`config.mk`:
```
export PLATFORM = sky130hd
export DESIGN_NAME = mail_date_field_parser
export DESIGN_NICKNAME = d
export VERILOG_FILES = /design/src/rtl/mdfp_pkg.sv /design/src/rtl/mdfp_front.sv /design/src/rtl/mdfp_queue.sv /design/src/rtl/mdfp_back.sv /design/src/rtl/mail_date_field_parser.sv
export SDC_FILE = /design/constraint.sdc
export NUM_CORES = 1
export LEC_CHECK = 0
export ABC_AREA = 0
export BUFFER_PORTS_ARGS = -buffer_cell sky130_fd_sc_hd__buf_2
export CAP_MARGIN = 0
export CELL_PAD_IN_SITES_DETAIL_PLACEMENT = 0
export CELL_PAD_IN_SITES_GLOBAL_PLACEMENT = 2
export CORE_AREA = 2 2 252 254
export CTS_CLUSTER_SIZE = 16
export DETAILED_ROUTE_END_ITERATION = 8
export DIE_AREA = 0 0 254 256
export MAX_ROUTING_LAYER = met4
export PLACE_DENSITY_LB_ADDON = 0.1
export SYNTH_ARGS = -nofsm -noshare
export SYNTH_HDL_FRONTEND = slang
export SYNTH_SLANG_ARGS = --single-unit
```
`constraint.sdc`:
```
create_clock -name clk -period 5.7 [get_ports clk]
set_input_delay 1.14 -clock clk [delete_from_list [all_inputs] [get_ports clk]]
set_output_delay 1.14 -clock clk [all_outputs]
set_load 0.01 [all_outputs]
```
`src/rtl/mdfp_pkg.sv`:
```
`timescale 1ns / 1ps
`default_nettype none
// ----------------------------------------------------------------------------
// mdfp_pkg
// Shared types, constants and name tables for the mail date field parser.
// ----------------------------------------------------------------------------
package mdfp_pkg;

    localparam int POS_W       = 10;
    localparam int QUEUE_DEPTH = 4;
    localparam int QPTR_W      = $clog2(QUEUE_DEPTH);
    localparam int QCNT_W      = $clog2(QUEUE_DEPTH + 1);

    localparam logic [7:0] CH_NUL   = 8'h00;
    localparam logic [7:0] CH_TAB   = 8'h09;
    localparam logic [7:0] CH_CR    = 8'h0D;
    localparam logic [7:0] CH_SPACE = 8'h20;
    localparam logic [7:0] CH_PLUS  = 8'h2B;
    localparam logic [7:0] CH_COMMA = 8'h2C;
    localparam logic [7:0] CH_MINUS = 8'h2D;
    localparam logic [7:0] CH_ZERO  = 8'h30;
    localparam logic [7:0] CH_NINE  = 8'h39;
    localparam logic [7:0] CH_COLON = 8'h3A;

    typedef enum logic [3:0] {
        PH_WDAY      = 4'd0,
        PH_DAY_LEAD  = 4'd1,
        PH_DAY_TOK   = 4'd2,
        PH_MON_LEAD  = 4'd3,
        PH_MON_TOK   = 4'd4,
        PH_YEAR_LEAD = 4'd5,
        PH_YEAR_TOK  = 4'd6,
        PH_HOUR      = 4'd7,
        PH_MIN       = 4'd8,
        PH_SEC       = 4'd9,
        PH_ZONE_LEAD = 4'd10,
        PH_ZONE_TOK  = 4'd11,
        PH_DONE      = 4'd12,
        PH_FAILED    = 4'd14
    } phase_t;

    typedef enum logic [1:0] {
        NUM_LEAD   = 2'd0,
        NUM_DIGITS = 2'd1,
        NUM_END    = 2'd2
    } num_mode_t;

    typedef struct packed {
        logic       is_nul;
        logic       is_space;
        logic       is_ws;
        logic       is_comma;
        logic       is_colon;
        logic       is_plus;
        logic       is_minus;
        logic       is_digit;
        logic [3:0] digit;
    } char_class_t;

    typedef struct packed {
        logic [7:0]  ch;
        char_class_t cls;
        logic        last;
    } queue_entry_t;

    typedef logic [23:0] name_t;

    localparam name_t DAY_NAMES [7] = '{
        24'h53756E, 24'h4D6F6E, 24'h547565, 24'h576564,
        24'h546875, 24'h467269, 24'h536174
    };

    localparam name_t MONTH_NAMES [12] = '{
        24'h4A616E, 24'h466562, 24'h4D6172, 24'h417072,
        24'h4D6179, 24'h4A756E, 24'h4A756C, 24'h417567,
        24'h536570, 24'h4F6374, 24'h4E6F76, 24'h446563
    };

    function automatic logic [2:0] weekday_lookup(input name_t chars);
        logic [2:0] code;
        code = 3'd0;
        for (int i = 6; i >= 0; i--) begin
            if (DAY_NAMES[i] == chars) begin
                code = 3'(i + 1);
            end
        end
        return code;
    endfunction

    function automatic logic [3:0] month_lookup(input name_t chars);
        logic [3:0] code;
        code = 4'd0;
        for (int i = 11; i >= 0; i--) begin
            if (MONTH_NAMES[i] == chars) begin
                code = 4'(i + 1);
            end
        end
        return code;
    endfunction

endpackage
`default_nettype wire

```
`src/rtl/mdfp_front.sv`:
```
`timescale 1ns / 1ps
`default_nettype none
// ----------------------------------------------------------------------------
// mdfp_front
// Input side: accepts byte beats and tags each with its character class.
// ----------------------------------------------------------------------------
module mdfp_front
(
    input  wire logic                  s_tvalid,
    output logic                       s_tready,
    input  wire logic [7:0]            s_tdata,   // [7:0] text_byte
    input  wire logic                  s_tlast,   // last_byte
    input  wire logic                  q_full,
    output logic                       push,
    output mdfp_pkg::queue_entry_t     push_entry
);

    logic [7:0] ch;

    // tab folds into space
    assign ch       = (s_tdata == mdfp_pkg::CH_TAB) ? mdfp_pkg::CH_SPACE : s_tdata;
    assign s_tready = !q_full;
    assign push     = s_tvalid && !q_full;

    always_comb
    begin
        push_entry              = '0;
        push_entry.ch           = ch;
        push_entry.last         = s_tlast;
        push_entry.cls.is_nul   = (s_tdata == mdfp_pkg::CH_NUL);
        push_entry.cls.is_space = (ch == mdfp_pkg::CH_SPACE);
        push_entry.cls.is_ws    = (ch == mdfp_pkg::CH_SPACE) ||
                                  ((ch >= mdfp_pkg::CH_TAB) && (ch <= mdfp_pkg::CH_CR));
        push_entry.cls.is_comma = (ch == mdfp_pkg::CH_COMMA);
        push_entry.cls.is_colon = (ch == mdfp_pkg::CH_COLON);
        push_entry.cls.is_plus  = (ch == mdfp_pkg::CH_PLUS);
        push_entry.cls.is_minus = (ch == mdfp_pkg::CH_MINUS);
        push_entry.cls.is_digit = (ch >= mdfp_pkg::CH_ZERO) && (ch <= mdfp_pkg::CH_NINE);
        push_entry.cls.digit    = 4'(ch - mdfp_pkg::CH_ZERO);
    end

endmodule
`default_nettype wire

```
`src/rtl/mdfp_queue.sv`:
```
`timescale 1ns / 1ps
`default_nettype none
// ----------------------------------------------------------------------------
// mdfp_queue
// Small FIFO of classified bytes between the front and back ends.
// ----------------------------------------------------------------------------
module mdfp_queue
(
    input  wire logic                   clk,
    input  wire logic                   rst_n,
    input  wire logic                   push,
    input  wire mdfp_pkg::queue_entry_t push_entry,
    output logic                        full,
    input  wire logic                   pop,
    output logic                        q_valid,
    output mdfp_pkg::queue_entry_t      q_entry
);

    mdfp_pkg::queue_entry_t mem [mdfp_pkg::QUEUE_DEPTH];

    logic [mdfp_pkg::QPTR_W-1:0] wr_ptr_reg, wr_ptr_next;
    logic [mdfp_pkg::QPTR_W-1:0] rd_ptr_reg, rd_ptr_next;
    logic [mdfp_pkg::QCNT_W-1:0] count_reg,  count_next;

    assign full    = (count_reg == mdfp_pkg::QCNT_W'(mdfp_pkg::QUEUE_DEPTH));
    assign q_valid = (count_reg != '0);
    assign q_entry = mem[rd_ptr_reg];

    always_comb
    begin
        wr_ptr_next = push ? wr_ptr_reg + 1'b1 : wr_ptr_reg;
        rd_ptr_next = pop  ? rd_ptr_reg + 1'b1 : rd_ptr_reg;
        count_next  = count_reg + mdfp_pkg::QCNT_W'(push) - mdfp_pkg::QCNT_W'(pop);
    end

    always_ff @(posedge clk)
    begin
        if (push)
        begin
            mem[wr_ptr_reg] <= push_entry;
        end
    end

    always_ff @(posedge clk or negedge rst_n)
    begin
        if (!rst_n)
        begin
            wr_ptr_reg <= '0;
            rd_ptr_reg <= '0;
            count_reg  <= '0;
        end
        else
        begin
            wr_ptr_reg <= wr_ptr_next;
            rd_ptr_reg <= rd_ptr_next;
            count_reg  <= count_next;
        end
    end

endmodule
`default_nettype wire

```
`src/rtl/mdfp_back.sv`:
```
`timescale 1ns / 1ps
`default_nettype none
// ----------------------------------------------------------------------------
// mdfp_back
// Parser state machine, field accumulators and result register.
// ----------------------------------------------------------------------------
module mdfp_back
#(
    parameter int MAX_STRING_LENGTH = 1024
)
(
    input  wire logic                   clk,
    input  wire logic                   rst_n,
    input  wire logic                   q_valid,
    input  wire mdfp_pkg::queue_entry_t q_entry,
    output logic                        pop,
    output logic                        m_tvalid,
    input  wire logic                   m_tready,
    output logic [79:0]                 m_tdata,
    output logic [1:0]                  m_tuser
);

    localparam int PosLimitInt = ((MAX_STRING_LENGTH - 1) < 1023) ? (MAX_STRING_LENGTH - 1) : 1023;
    localparam logic [mdfp_pkg::POS_W-1:0] POS_LIMIT = mdfp_pkg::POS_W'(PosLimitInt);

    mdfp_pkg::phase_t    phase_reg, phase_next;
    mdfp_pkg::num_mode_t mode_reg,  mode_next;
    mdfp_pkg::name_t     chars_reg, chars_next;
    logic [2:0]          count_reg, count_next;
    logic [15:0]         acc_reg,   acc_next;
    logic                neg_reg,   neg_next;
    logic [mdfp_pkg::POS_W-1:0] pos_reg,    pos_next;
    logic [2:0]          weekday_reg, weekday_next;
    logic [7:0]          day_reg,     day_next;
    logic [3:0]          month_reg,   month_next;
    logic [15:0]         year_reg,    year_next;
    logic [7:0]          hour_reg,    hour_next;
    logic [7:0]          minute_reg,  minute_next;
    logic [7:0]          second_reg,  second_next;
    logic [mdfp_pkg::POS_W-1:0] zstart_reg, zstart_next;
    logic [mdfp_pkg::POS_W-1:0] zlen_reg,   zlen_next;

    logic                 out_valid_reg;
    logic [79:0]          out_data_reg;
    logic [1:0]           out_user_reg;

    mdfp_pkg::char_class_t cls;
    logic        active;
    logic        step;
    logic        ok;
    logic        zone;

    mdfp_pkg::name_t nf_chars;
    logic [2:0]      nf_count;
    logic [2:0]      wd_code;
    logic [3:0]      mon_code;

    logic [19:0]         mul10;
    logic [15:0]         nf_acc;
    logic                nf_neg;
    mdfp_pkg::num_mode_t nf_mode;
    logic [7:0]          take8;
    logic [15:0]         take16;

    assign cls    = q_entry.cls;
    assign pop    = q_valid && (!q_entry.last || !out_valid_reg || m_tready);
    assign active = (phase_reg != mdfp_pkg::PH_DONE) && (phase_reg != mdfp_pkg::PH_FAILED);
    assign step   = active && !cls.is_nul;

    // name shift register
    assign nf_chars = {chars_reg[15:0], q_entry.ch};
    assign nf_count = (count_reg < 3'd3) ? count_reg + 3'd1 : 3'd4;
    assign wd_code  = (count_reg == 3'd3) ? mdfp_pkg::weekday_lookup(chars_reg) : 3'd0;
    assign mon_code = (count_reg == 3'd3) ? mdfp_pkg::month_lookup(chars_reg) : 4'd0;

    // atoi step
    assign mul10 = {1'b0, acc_reg, 3'b000} + {3'b000, acc_reg, 1'b0} + {16'd0, cls.digit};

    always_comb
    begin
        nf_acc  = acc_reg;
        nf_neg  = neg_reg;
        nf_mode = mode_reg;
        unique case (mode_reg)
            mdfp_pkg::NUM_LEAD:
            begin
                if (cls.is_ws)
                begin
                    nf_mode = mdfp_pkg::NUM_LEAD;
                end
                else if (cls.is_plus)
                begin
                    nf_mode = mdfp_pkg::NUM_DIGITS;
                end
                else if (cls.is_minus)
                begin
                    nf_neg  = 1'b1;
                    nf_mode = mdfp_pkg::NUM_DIGITS;
                end
                else if (cls.is_digit)
                begin
                    nf_acc  = {12'd0, cls.digit};
                    nf_mode = mdfp_pkg::NUM_DIGITS;
                end
                else
                begin
                    nf_mode = mdfp_pkg::NUM_END;
                end
            end
            mdfp_pkg::NUM_DIGITS:
            begin
                if (cls.is_digit)
                begin
                    nf_acc = (mul10[19:16] != 4'd0) ? 16'hFFFF : mul10[15:0];
                end
                else
                begin
                    nf_mode = mdfp_pkg::NUM_END;
                end
            end
            default:
            begin
                nf_mode = mode_reg;
            end
        endcase
    end

    // saturating signed takes
    always_comb
    begin
        if (neg_reg)
        begin
            take8  = (acc_reg > 16'd128)   ? 8'h80   : 8'(~acc_reg + 16'd1);
            take16 = (acc_reg > 16'd32768) ? 16'h8000 : (~acc_reg + 16'd1);
        end
        else
        begin
            take8  = (acc_reg > 16'd127)   ? 8'h7F   : acc_reg[7:0];
            take16 = (acc_reg > 16'd32767) ? 16'h7FFF : acc_reg;
        end
    end

    // next phase
    always_comb
    begin
        phase_next = phase_reg;
        if (active && cls.is_nul)
        begin
            phase_next = (phase_reg >= mdfp_pkg::PH_ZONE_LEAD) ? mdfp_pkg::PH_DONE
                                                              : mdfp_pkg::PH_FAILED;
        end
        else if (step)
        begin
            unique case (phase_reg)
                mdfp_pkg::PH_WDAY:
                    if (cls.is_comma) phase_next = mdfp_pkg::PH_DAY_LEAD;
                mdfp_pkg::PH_DAY_LEAD:
                    if (!cls.is_space) phase_next = mdfp_pkg::PH_DAY_TOK;
                mdfp_pkg::PH_DAY_TOK:
                    if (cls.is_space) phase_next = mdfp_pkg::PH_MON_LEAD;
                mdfp_pkg::PH_MON_LEAD:
                    if (!cls.is_space) phase_next = mdfp_pkg::PH_MON_TOK;
                mdfp_pkg::PH_MON_TOK:
                    if (cls.is_space) phase_next = mdfp_pkg::PH_YEAR_LEAD;
                mdfp_pkg::PH_YEAR_LEAD:
                    if (!cls.is_space) phase_next = mdfp_pkg::PH_YEAR_TOK;
                mdfp_pkg::PH_YEAR_TOK:
                    if (cls.is_space) phase_next = mdfp_pkg::PH_HOUR;
                mdfp_pkg::PH_HOUR:
                    if (cls.is_colon) phase_next = mdfp_pkg::PH_MIN;
                mdfp_pkg::PH_MIN:
                    if (cls.is_colon) phase_next = mdfp_pkg::PH_SEC;
                mdfp_pkg::PH_SEC:
                    if (cls.is_space) phase_next = mdfp_pkg::PH_ZONE_LEAD;
                mdfp_pkg::PH_ZONE_LEAD:
                    if (!cls.is_space) phase_next = mdfp_pkg::PH_ZONE_TOK;
                mdfp_pkg::PH_ZONE_TOK:
                    if (cls.is_space) phase_next = mdfp_pkg::PH_DONE;
                default:
                    phase_next = mdfp_pkg::PH_FAILED;
            endcase
        end
    end

    // field updates
    always_comb
    begin
        chars_next   = chars_reg;
        count_next   = count_reg;
        acc_next     = acc_reg;
        neg_next     = neg_reg;
        mode_next    = mode_reg;
        weekday_next = weekday_reg;
        day_next     = day_reg;
        month_next   = month_reg;
        year_next    = year_reg;
        hour_next    = hour_reg;
        minute_next  = minute_reg;
        second_next  = second_reg;
        zstart_next  = zstart_reg;
        zlen_next    = zlen_reg;
        pos_next     = (pos_reg < POS_LIMIT) ? pos_reg + 1'b1 : pos_reg;

        if (step)
        begin
            unique case (phase_reg)
                mdfp_pkg::PH_WDAY:
                begin
                    if (cls.is_comma)
                    begin
                        weekday_next = wd_code;
                        chars_next   = '0;
                        count_next   = '0;
                    end
                    else if (!(cls.is_space && count_reg == 3'd0))
                    begin
                        chars_next = (count_reg < 3'd3) ? nf_chars : chars_reg;
                        count_next = nf_count;
                    end
                end
                mdfp_pkg::PH_DAY_LEAD, mdfp_pkg::PH_YEAR_LEAD:
                begin
                    if (!cls.is_space)
                    begin
                        acc_next  = nf_acc;
                        neg_next  = nf_neg;
                        mode_next = nf_mode;
                    end
                end
                mdfp_pkg::PH_MON_LEAD, mdfp_pkg::PH_MON_TOK:
                begin
                    if (phase_reg == mdfp_pkg::PH_MON_TOK && cls.is_space)
                    begin
                        month_next = mon_code;
                        chars_next = '0;
                        count_next = '0;
                    end
                    else if (!cls.is_space)
                    begin
                        chars_next = (count_reg < 3'd3) ? nf_chars : chars_reg;
                        count_next = nf_count;
                    end
                end
                mdfp_pkg::PH_DAY_TOK, mdfp_pkg::PH_YEAR_TOK, mdfp_pkg::PH_HOUR,
                mdfp_pkg::PH_MIN, mdfp_pkg::PH_SEC:
                begin
                    if (phase_next != phase_reg)
                    begin
                        acc_next  = '0;
                        neg_next  = 1'b0;
                        mode_next = mdfp_pkg::NUM_LEAD;
                        unique case (phase_reg)
                            mdfp_pkg::PH_DAY_TOK:  day_next    = take8;
                            mdfp_pkg::PH_YEAR_TOK: year_next   = take16;
                            mdfp_pkg::PH_HOUR:     hour_next   = take8;
                            mdfp_pkg::PH_MIN:      minute_next = take8;
                            default:               second_next = take8;
                        endcase
                    end
                    else
                    begin
                        acc_next  = nf_acc;
                        neg_next  = nf_neg;
                        mode_next = nf_mode;
                    end
                end
                mdfp_pkg::PH_ZONE_LEAD:
                begin
                    if (!cls.is_space)
                    begin
                        zstart_next = pos_reg;
                        zlen_next   = mdfp_pkg::POS_W'(1);
                    end
                end
                mdfp_pkg::PH_ZONE_TOK:
                begin
                    if (!cls.is_space && zlen_reg < POS_LIMIT)
                    begin
                        zlen_next = zlen_reg + 1'b1;
                    end
                end
                default:
                begin
                    zlen_next = zlen_reg;
                end
            endcase
        end
    end

    assign ok   = (phase_next >= mdfp_pkg::PH_ZONE_LEAD) && (phase_next <= mdfp_pkg::PH_DONE);
    assign zone = ok && (zlen_next != '0);

    always_ff @(posedge clk or negedge rst_n)
    begin
        if (!rst_n)
        begin
            phase_reg   <= mdfp_pkg::PH_WDAY;
            mode_reg    <= mdfp_pkg::NUM_LEAD;
            chars_reg   <= '0;
            count_reg   <= '0;
            acc_reg     <= '0;
            neg_reg     <= 1'b0;
            pos_reg     <= '0;
            weekday_reg <= '0;
            day_reg     <= '0;
            month_reg   <= '0;
            year_reg    <= '0;
            hour_reg    <= '0;
            minute_reg  <= '0;
            second_reg  <= '0;
            zstart_reg  <= '0;
            zlen_reg    <= '0;
        end
        else if (pop)
        begin
            if (q_entry.last)
            begin
                phase_reg   <= mdfp_pkg::PH_WDAY;
                mode_reg    <= mdfp_pkg::NUM_LEAD;
                chars_reg   <= '0;
                count_reg   <= '0;
                acc_reg     <= '0;
                neg_reg     <= 1'b0;
                pos_reg     <= '0;
                weekday_reg <= '0;
                day_reg     <= '0;
                month_reg   <= '0;
                year_reg    <= '0;
                hour_reg    <= '0;
                minute_reg  <= '0;
                second_reg  <= '0;
                zstart_reg  <= '0;
                zlen_reg    <= '0;
            end
            else
            begin
                phase_reg   <= phase_next;
                mode_reg    <= mode_next;
                chars_reg   <= chars_next;
                count_reg   <= count_next;
                acc_reg     <= acc_next;
                neg_reg     <= neg_next;
                pos_reg     <= pos_next;
                weekday_reg <= weekday_next;
                day_reg     <= day_next;
                month_reg   <= month_next;
                year_reg    <= year_next;
                hour_reg    <= hour_next;
                minute_reg  <= minute_next;
                second_reg  <= second_next;
                zstart_reg  <= zstart_next;
                zlen_reg    <= zlen_next;
            end
        end
    end

    // result register
    always_ff @(posedge clk or negedge rst_n)
    begin
        if (!rst_n)
        begin
            out_valid_reg <= 1'b0;
        end
        else if (pop && q_entry.last)
        begin
            out_valid_reg <= 1'b1;
        end
        else if (m_tready)
        begin
            out_valid_reg <= 1'b0;
        end
    end

    always_ff @(posedge clk)
    begin
        if (pop && q_entry.last)
        begin
            out_user_reg <= {zone, ok};
            out_data_reg <= ok ? {5'd0,
                                  zone ? zlen_next   : 10'd0,
                                  zone ? zstart_next : 10'd0,
                                  second_next, minute_next, hour_next, year_next,
                                  month_next, day_next, weekday_next}
                               : 80'd0;
        end
    end

    assign m_tvalid = out_valid_reg;
    assign m_tdata  = out_data_reg;
    assign m_tuser  = out_user_reg;

endmodule
`default_nettype wire

```
`src/rtl/mail_date_field_parser.sv`:
```
`timescale 1ns / 1ps
`default_nettype none
// ----------------------------------------------------------------------------
// mail_date_field_parser
// Parses a mail date header streamed one byte per beat into its fields.
// ----------------------------------------------------------------------------
// Throughput: one byte per cycle, set by the parser step in the back end;
//   a stalled result only holds the back end on a last byte.
// Result path: the last input beat is registered in the byte queue, then
//   the result beat is registered in the result register.
// Reset: asynchronous, clears the queue, the parser state and the result
//   valid flag; the parser also returns to its reset state after each string.
module mail_date_field_parser
#(
    parameter int MAX_STRING_LENGTH = 1024
)
(
    input  wire logic        clk,
    input  wire logic        rst_n,
    input  wire logic        s_tvalid,
    output logic             s_tready,
    input  wire logic [7:0]  s_tdata,   // [7:0] text_byte
    input  wire logic        s_tlast,   // last_byte
    output logic             m_tvalid,
    input  wire logic        m_tready,
    // [2:0] weekday_code, [10:3] day_value, [14:11] month_code,
    // [30:15] year_value, [38:31] hour_value, [46:39] minute_value,
    // [54:47] second_value, [64:55] zone_start, [74:65] zone_length, [79:75] zero
    output logic [79:0]      m_tdata,
    output logic [1:0]       m_tuser    // [0] parse_ok, [1] zone_present
);

    logic                   push;
    logic                   pop;
    logic                   q_full;
    logic                   q_valid;
    mdfp_pkg::queue_entry_t push_entry;
    mdfp_pkg::queue_entry_t q_entry;

    mdfp_front u_front
    (
        .s_tvalid   (s_tvalid),
        .s_tready   (s_tready),
        .s_tdata    (s_tdata),
        .s_tlast    (s_tlast),
        .q_full     (q_full),
        .push       (push),
        .push_entry (push_entry)
    );

    mdfp_queue u_queue
    (
        .clk        (clk),
        .rst_n      (rst_n),
        .push       (push),
        .push_entry (push_entry),
        .full       (q_full),
        .pop        (pop),
        .q_valid    (q_valid),
        .q_entry    (q_entry)
    );

    mdfp_back
    #(
        .MAX_STRING_LENGTH (MAX_STRING_LENGTH)
    )
    u_back
    (
        .clk      (clk),
        .rst_n    (rst_n),
        .q_valid  (q_valid),
        .q_entry  (q_entry),
        .pop      (pop),
        .m_tvalid (m_tvalid),
        .m_tready (m_tready),
        .m_tdata  (m_tdata),
        .m_tuser  (m_tuser)
    );

endmodule
`default_nettype wire

```
==> results of run 1 <==
cell families after synthesis:
logic type / synth area share
DFF: 0.512
adders and majority gates: 0.0386
and+or+nand+nor: 0.158
muxes: 0.0835
AOI/OAI and AO/OA: 0.156
other: 0.000242
xor gates and xnor gates: 0.0124
buffers and inverters: 0.0396
cell usage in the layout (no fill, tap or decap), types with 8 or more instances in the layout:
| master | count |
|---|---|
| a31oi_1 | 11 |
| buf_2 | 90 |
| nor3b_1 | 10 |
| o22ai_1 | 24 |
| a22o_1 | 58 |
| ha_1 | 43 |
| o21ai_0 | 62 |
| a21oi_1 | 42 |
| nor2b_1 | 16 |
| clkbuf_16 | 39 |
| clkinv_1 | 8 |
| dfrtp_1 | 143 |
| nand4_1 | 15 |
| and3_1 | 15 |
| or3_1 | 9 |
| buf_4 | 24 |
| nand3_1 | 52 |
| mux4_2 | 14 |
| nand2b_1 | 14 |
| a22oi_1 | 9 |
| nor4_1 | 9 |
| a211oi_1 | 8 |
| inv_1 | 39 |
| xor2_1 | 9 |
| a21o_1 | 11 |
| clkinv_2 | 8 |
| nor3_1 | 34 |
| mux2i_1 | 88 |
| o21a_1 | 8 |
| edfxtp_1 | 145 |
| nor2_1 | 181 |
| or2_2 | 13 |
| xnor2_1 | 13 |
| nand2_1 | 65 |
cells in the mapped netlist, types with 9 or more instances:
library cell / number
dfrtp_1: 143
nand2b_1: 14
a21oi_1: 42
nand4_1: 15
or2_2: 13
clkbuf_1: 53
mux2i_1: 88
buf_2: 12
nor2b_1: 16
nor4_1: 9
xor2_1: 9
mux4_2: 14
buf_4: 9
inv_1: 39
edfxtp_1: 145
a21o_1: 12
nand2_1: 65
a22oi_1: 9
nand3_1: 52
o21ai_0: 62
ha_1: 43
o22ai_1: 25
nor3b_1: 10
a31oi_1: 11
xnor2_1: 13
or3_1: 9
nor3_1: 37
and3_1: 15
nor2_1: 181
buf_1: 11
a22o_1: 58
through the flow:
| stage | hold WS [ps] | total power, mW | util |
|---|---|---|---|
| after global placement | 476 | 7.54 | 0.269 |
| after detailed placement | 480 | 7.51 | 0.269 |
| after CTS | 498 | 10.1 | 0.290 |
| final | 496 | 9.88 | 0.290 |
| after global routing | 515 | 10.6 | 0.290 |
| after floorplan | 457 | 6.03 | - |
worst register-to-register path, cell delays in order, from the launching register on:
cell	delay [ps]
dfrtp_1	450
mux4_2	590
fa_1	390
ha_1	340
nor2b_1	160
o31a_1	290
o41ai_2	520
a21boi_0	290
a221oi_1	370
o22ai_2	110
buf_4	230
o311a_1	310
a311o_1	260
layout make-up:
class	instances	area share
tap	846	0.0586
clock inverter	24	0.0147
inverter	40	0.00831
sequential	288	0.439
multi-input combinational	995	0.387
clock buffer	46	0.0571
timing repair buffer	115	0.0355
power by group:
group	total, mW	switching (mW)	internal [mW]	leakage, nW
registers	3.19	0.352	2.84	3.38
logic	4.18	2.88	1.31	3.08
clock network	2.51	0.987	1.52	0.638
worst paths after layout:
| path | slack, ps | startpoint | endpoint | cells past startpoint |
|---|---|---|---|---|
| setup / recovery | 1260 | u_queue.rd_ptr_reg[0] | u_back.acc_reg[14] | 12 |
| hold / removal | 500 | u_back.year_reg[0] | u_back.year_reg[0] | 1 |
| setup reg to reg | 1260 | u_queue.rd_ptr_reg[0] | u_back.acc_reg[14] | 12 |
| hold reg to reg | 500 | u_back.year_reg[0] | u_back.year_reg[0] | 1 |
| max in group asynchronous | 3950 | rst_n | u_back.acc_reg[6] | 2 |
| min in group asynchronous | 660 | rst_n | u_back.zlen_reg[8] | 1 |
metal layers:
metal	GRT usage	share of wire	vias to the layer above
met5	-	0	-
met4	0.0333	0.018	0
met3	0.0237	0.035	49
met2	0.220	0.45	184
met1	0.208	0.50	5693
li1	-	-	5454
==> run_results.csv, run 1 <==
group,metric,value,unit
clocking,cts_tree,"built",
timing,setup_viol,0,
detailed_routing,drtIter0Drc,650,
timing,rsz0062_at_grt,"no",
yosys,synth_ff_type,"edfxtp_1",
worst_setup_path,max_stage_delay,590,ps
yosys,synth_seq_cells,288,
worst_setup_path,critPathBufInv,1,
detailed_routing,wl_per_cell,19.4,um
final_layout,layout-drive-gt1-share,0.157,
timing,fmax,0.225,GHz
yosys,synth_top_area_share,0.281,
timing,relSlewSlack,0.143,
worst_setup_path,required,6130,ps
clocking,clock_latency,560,ps
yosys,synth-edff-count,145,
power,p_per_area,547,mW/mm^2
place,pre_cts_slack,1250,ps
detailed_routing,ant_nets,0,
timing,post-route-period-util,0.780,
worst_setup_path,crit_fanout,28,
final_layout,final_nets,1537,
place,io_buffers,91,
global_route,grt_first_pass_wirelength,72400,um
yosys,syn_area,0.0155,sq mm
die,io_pins,97,
die,dieWidth,254,um
worst_setup_path,path_delay_family,"compound AO/OA/AOI/OAI gates",
die,die_area,0.0650,sq mm
timing,finalHoldViolations,0,
final_layout,fin_area,0.0181,sq mm
power,p_leak,7.10,nW
worst_setup_path,start_kind,"register",
die,initial_utilization,0.248,
worst_hold_path,hold_path.class,"register to register",
timing,fin_ws,1260,ps
timing,finalClockSkew,23.5,ps
clocking,cts_resized,0,
job,cap_viol_max_count,0,
yosys,post-synth-top-area-cell,"edfxtp_1",
yosys,synth.yosys.warnings,0,
clocking,postCtsHoldBufs,0,
yosys,synth.yosys.seq_area_share,0.512,
yosys,ys_top_cells_by_area,"edfxtp_1 (28%), dfrtp_1 (23%), mux2i_1 (5.7%)",
clocking,cts_buffer_depth,3,
die,fp-row-count,92,
clocking,cts-root-buf,"clkbuf_16",
final_layout,diodes,0,
clocking,clkSinkCount,288,
die,die_h,256,um
detailed_routing,vias_per_cell,4.83,
final_layout,syn2layout_area_growth,16.7,%
detailed_routing,num_vias,11400,
timing,tightest_slew,1280,ps
worst_setup_path,end_kind,"register",
global_route,antenna_found_initial,0,
global_route,grt_overflow,0,
worst_setup_path,crit_arrival,4870,ps
final_layout,final-seq-area,0.00793,sq mm
power,irDropWorstVdd,0.000259,V
yosys,synthDistinctLibCells,97,
yosys,synth-async-reset-ratio,0.497,
detailed_routing,drc,0,
yosys,synthCells,1413,
worst_setup_path,path_class,"register to register",
place,dp_hpwl,31200,um
status,status,"finished, final reports clean",
final_layout,fillers,6537,
global_route,grt.total_usage,0.147,
timing,finalSetupTns,0,ps
detailed_routing,drt_first_pass_iters,5,
place,placed_cell_area,0.0168,sq mm
clocking,post_cts_buffers,0,
worst_setup_path,cpMaxStageDelayCell,"mux4_2",
worst_setup_path,critical_path.cell_chain,"mux4_2 > fa_1 > ha_1 > nor2b_1 > o31a_1 > o41ai_2 > a21boi_0 > a221oi_1 > o22ai_2 > buf_4 > o311a_1 > a311o_1",
final_layout,largest_reg_flops,75,
detailed_routing,wirelength,45600,um
place,place_inst,2284,
clocking,path_clk_slew,60,ps
clocking,cts_made_buffers,38,
clocking,cts.htree.levels,2,
global_route,grt_pass1_vias,11600,
die,design.core.area,0.0624,sq mm
final_layout,multi_input_area,0.00699,sq mm
global_route,grt_max_degree,79,
yosys,syn_area_per_cell,11.0,sq um
timing,period_minus_slack,4440,ps
timing,slew_violations,0,
final_layout,fin_cells,2354,
place,place_congestion,0.817,
(Power assumes the default switching activity.)
==> run 2: changes to the inputs <==
--- a/config.mk
+++ b/config.mk
@@ -5,15 +5,15 @@
 export SDC_FILE = /design/constraint.sdc
 export NUM_CORES = 1
 export LEC_CHECK = 0
-export ABC_AREA = 0
+export ABC_AREA = 1
 export BUFFER_PORTS_ARGS = -buffer_cell sky130_fd_sc_hd__buf_2
 export CAP_MARGIN = 0
 export CELL_PAD_IN_SITES_DETAIL_PLACEMENT = 0
 export CELL_PAD_IN_SITES_GLOBAL_PLACEMENT = 2
-export CORE_AREA = 2 2 252 254
+export CORE_AREA = 2 2 261 263
 export CTS_CLUSTER_SIZE = 16
 export DETAILED_ROUTE_END_ITERATION = 8
-export DIE_AREA = 0 0 254 256
+export DIE_AREA = 0 0 263 265
 export MAX_ROUTING_LAYER = met4
 export PLACE_DENSITY_LB_ADDON = 0.1
 export SYNTH_ARGS = -nofsm -noshare
==> constraint.sdc (replaced) <==
create_clock -name clk -period 4.59 [get_ports clk]
set_input_delay 0.918 -clock clk [delete_from_list [all_inputs] [get_ports clk]]
set_output_delay 0.918 -clock clk [all_outputs]
set_load 0.01 [all_outputs]
==> run 2 against run 1 <==
Clock-buffer cell count is 3 lower; synthesized cell count rose by 48%; clock skew increased by 3.5 ps; via count up 27%; sequential power grew 36%; sequential share of layout area fell by 3.1 points; die area increased by 7.2%; routed wire length is 20% higher; critical path type unchanged; largest power group unchanged.
==> run_results.csv, run 2 <==
group,metric,value,unit
yosys,synthTopCellsByCount,"nand2_1 (557), inv_1 (204), o21ai_0 (194)",
global_route,antenna_found_initial,2,
worst_setup_path,critPathBufInv,3,
detailed_routing,dr_wl_met3,1610,um
clocking,clkSinkCount,288,
worst_setup_path,critical_path.cell_chain,"inv_2 > o21ai_0 > o22ai_1 > ha_1 > ha_1 > inv_1 > fa_1 > o21ai_1 > nand3_1 > nand2_1 > nand3_1 > nand3_1 > nand2_1 > nor2_1 > buf_4 > nand3_1 > nand2_1 > nand2_1 > nand4_1 > nand2_1",
final_layout,syn2layout_area_growth,16.8,%
yosys,synth_top_area_share,0.262,
worst_setup_path,crit_fanout,20,
detailed_routing,vias_per_cell,4.70,
power,irDropWorstVdd,0.000754,V
global_route,grt_pass1_vias,14700,
timing,finalHoldViolations,0,
job,cap_viol_max_count,0,
final_layout,layout-drive-gt1-share,0.118,
die,io_pins,97,
worst_setup_path,crit_arrival,4420,ps
clocking,clock_latency,570,ps
worst_hold_path,hold_path.class,"input port to asynchronous set/reset pin",
global_route,grt_first_pass_wirelength,87500,um
power,p_per_area,856,mW/mm^2
timing,relSlewSlack,0.102,
worst_setup_path,required,5050,ps
yosys,ys_top_cells_by_area,"edfxtp_1 (26%), dfrtp_1 (22%), nand2_1 (13%)",
yosys,synth_ff_type,"edfxtp_1",
worst_setup_path,critical_path.most_common_cell,"nand2_1",
final_layout,final_nets,2229,
worst_setup_path,rr_startpoint,"u_queue.rd_ptr_reg[1]",
timing,fmax,0.252,GHz
clocking,cts_buffer_depth,3,
timing,finalClockSkew,27.0,ps
power,p_clk_frac,0.194,
die,fp-row-count,95,
detailed_routing,routed-wl-met2,25400,um
final_layout,diodes,0,
place,place_congestion,0.825,
power,p_comb_frac,0.546,
worst_setup_path,rr_worst_depth,20,
final_layout,final-seq-area,0.00793,sq mm
timing,period_minus_slack,3970,ps
power,swShare,0.497,
detailed_routing,drt_first_pass_iters,5,
place,dp_hpwl,38000,um
status,status,"finished, final reports clean",
yosys,synth-edff-count,145,
final_layout,layout_commonest_cell,"nand2_1",
final_layout,final_cell_mix,"nand2_1 (556), inv_1 (204), o21ai_0 (193)",
detailed_routing,drtIter0Drc,924,
timing,finalSetupTns,0,ps
detailed_routing,num_vias,14400,
power,seq_power_share,0.260,
power,finalPower,16.6,mW
yosys,synthCells,2090,
global_route,grt.total_usage,0.164,
clocking,path_clk_slew,60,ps
clocking,cts_tree,"built",
final_layout,largest_reg_flops,75,
die,die_area,0.0697,sq mm
die,dieWidth,263,um
worst_setup_path,cpMaxStageDelayCell,"fa_1",
clocking,cts.htree.levels,2,
detailed_routing,top_layer,"met4",
die,die_h,265,um
detailed_routing,ant_nets,0,
clocking,cts_made_buffers,38,
power,power.switching,8.26,mW
timing,tightest_slew,1340,ps
final_layout,multi_input_area,0.00742,sq mm
detailed_routing,wl_met1,26700,um
clocking,postCtsHoldBufs,0,
global_route,grt_overflow,0,
worst_setup_path,reg2reg_slack,620,ps
timing,setup_viol,0,
clocking,cts-root-buf,"clkbuf_16",
detailed_routing,wl_per_cell,17.8,um
worst_setup_path,start_kind,"register",
power,p_int,8.37,mW
yosys,post-synth-top-area-cell,"edfxtp_1",
place,io_buffers,91,
final_layout,fillers,7268,
worst_setup_path,r2r_end,"u_back.acc_reg[9]",
detailed_routing,wirelength,54700,um
yosys,post-synth-top-count-cell,"nand2_1",
timing,whs,416,ps
worst_setup_path,path_delay_family,"simple AND/OR/NAND/NOR gates",
die,initial_utilization,0.249,
yosys,synth-async-reset-ratio,0.497,
yosys,syn_area_per_cell,7.96,sq um
yosys,synth.yosys.warnings,0,
yosys,syn_area,0.0166,sq mm
power,p_leak,8.66,nW
yosys,synth_seq_cells,288,
worst_setup_path,end_kind,"register",
global_route,grt_max_degree,79,
timing,slew_violations,0,
timing,rsz0062_at_grt,"no",
worst_setup_path,max_stage_delay,410,ps
die,design.core.area,0.0668,sq mm
worst_setup_path,path_class,"register to register",
detailed_routing,drc,0,
timing,post-route-period-util,0.864,
yosys,synthDistinctLibCells,58,
yosys,synth.yosys.seq_area_share,0.477,
-- run 2: what timing repair did --
| action | in CTS | in global routing |
|---|---|---|
| setup endpoints to repair | 0 | 7 |
| endpoints found under the hold margin | 0 | 0 |
| buffers inserted | 0 | 0 |
| gates resized for setup | 0 | 1 |
-- run 2: worst reg2reg max path: stages, from the launching register on --
cell,delay [ps]
dfrtp_1,380
inv_2,350
o21ai_0,160
o22ai_1,270
ha_1,210
ha_1,200
inv_1,80
fa_1,410
o21ai_1,300
nand3_1,110
nand2_1,140
nand3_1,120
nand3_1,100
nand2_1,60
nor2_1,360
buf_4,250
nand3_1,90
nand2_1,70
nand2_1,80
nand4_1,90
nand2_1,50
-- run 2: through the flow --
stage	util	cells	setup slack [ps]	area [sq um]
2_1_floorplan	-	2094	771	16600
3_3_place_gp	0.271	3003	528	18100
3_5_place_dp	0.271	3003	427	18100
4_1_cts	0.291	3072	414	19400
5_1_grt	0.291	3072	117	19400
6_report	0.291	3072	625	19400
-- run 2: power by group through the flow --
stage | clock, mW | combinational [mW] | sequential [mW]
floorplan | 0 | 6.02 | 4.43
global placement | 0 | 9.31 | 4.39
detailed placement | 0 | 9.33 | 4.39
CTS | 3.34 | 9.35 | 4.35
global route | 3.45 | 10.4 | 4.44
finish | 3.23 | 9.07 | 4.33
-- run 2: cell type report --
type	instances	share of cell area
Timing Repair Buffer	132	0.0422
Sequential cell	288	0.408
Inverter	215	0.0415
Multi-Input combinational cell	1495	0.382
Clock buffer	43	0.0515
Tap cell	873	0.0562
Clock inverter	26	0.0180
-- run 2: kinds of logic (layout without fill, tap and decap cells) --
group           count (synthesis)  after routing  synth area share
other cells                     1              5          0.000225
simple gates                 1038           1038             0.270
xor+xnor                       23             23            0.0121
buf+inv                       311            416            0.0788
flops                         288            288             0.477
compound gates                383            383             0.126
fa+ha+maj                      46             46            0.0360
-- run 2: worst max path at each step --
stage / startpoint / to / cells after the start
finish: u_queue.rd_ptr_reg[1] / u_back.acc_reg[9] / 20
global route: u_queue.rd_ptr_reg[1] / u_back.acc_reg[0] / 19
CTS: u_queue.rd_ptr_reg[1] / u_back.acc_reg[9] / 20
detailed placement: u_queue.rd_ptr_reg[1] / u_back.acc_reg[9] / 20
global placement: u_queue.rd_ptr_reg[1] / u_back.acc_reg[9] / 20
floorplan: m_tready / u_back.pos_reg[7] / 5
-- run 2: layer usage --
| metal | global-route usage | up-vias |
|---|---|---|
| met5 | - | - |
| met4 | 0.0377 | 0 |
| met3 | 0.0191 | 63 |
| met2 | 0.262 | 232 |
| met1 | 0.222 | 6970 |
| li1 | - | 7170 |
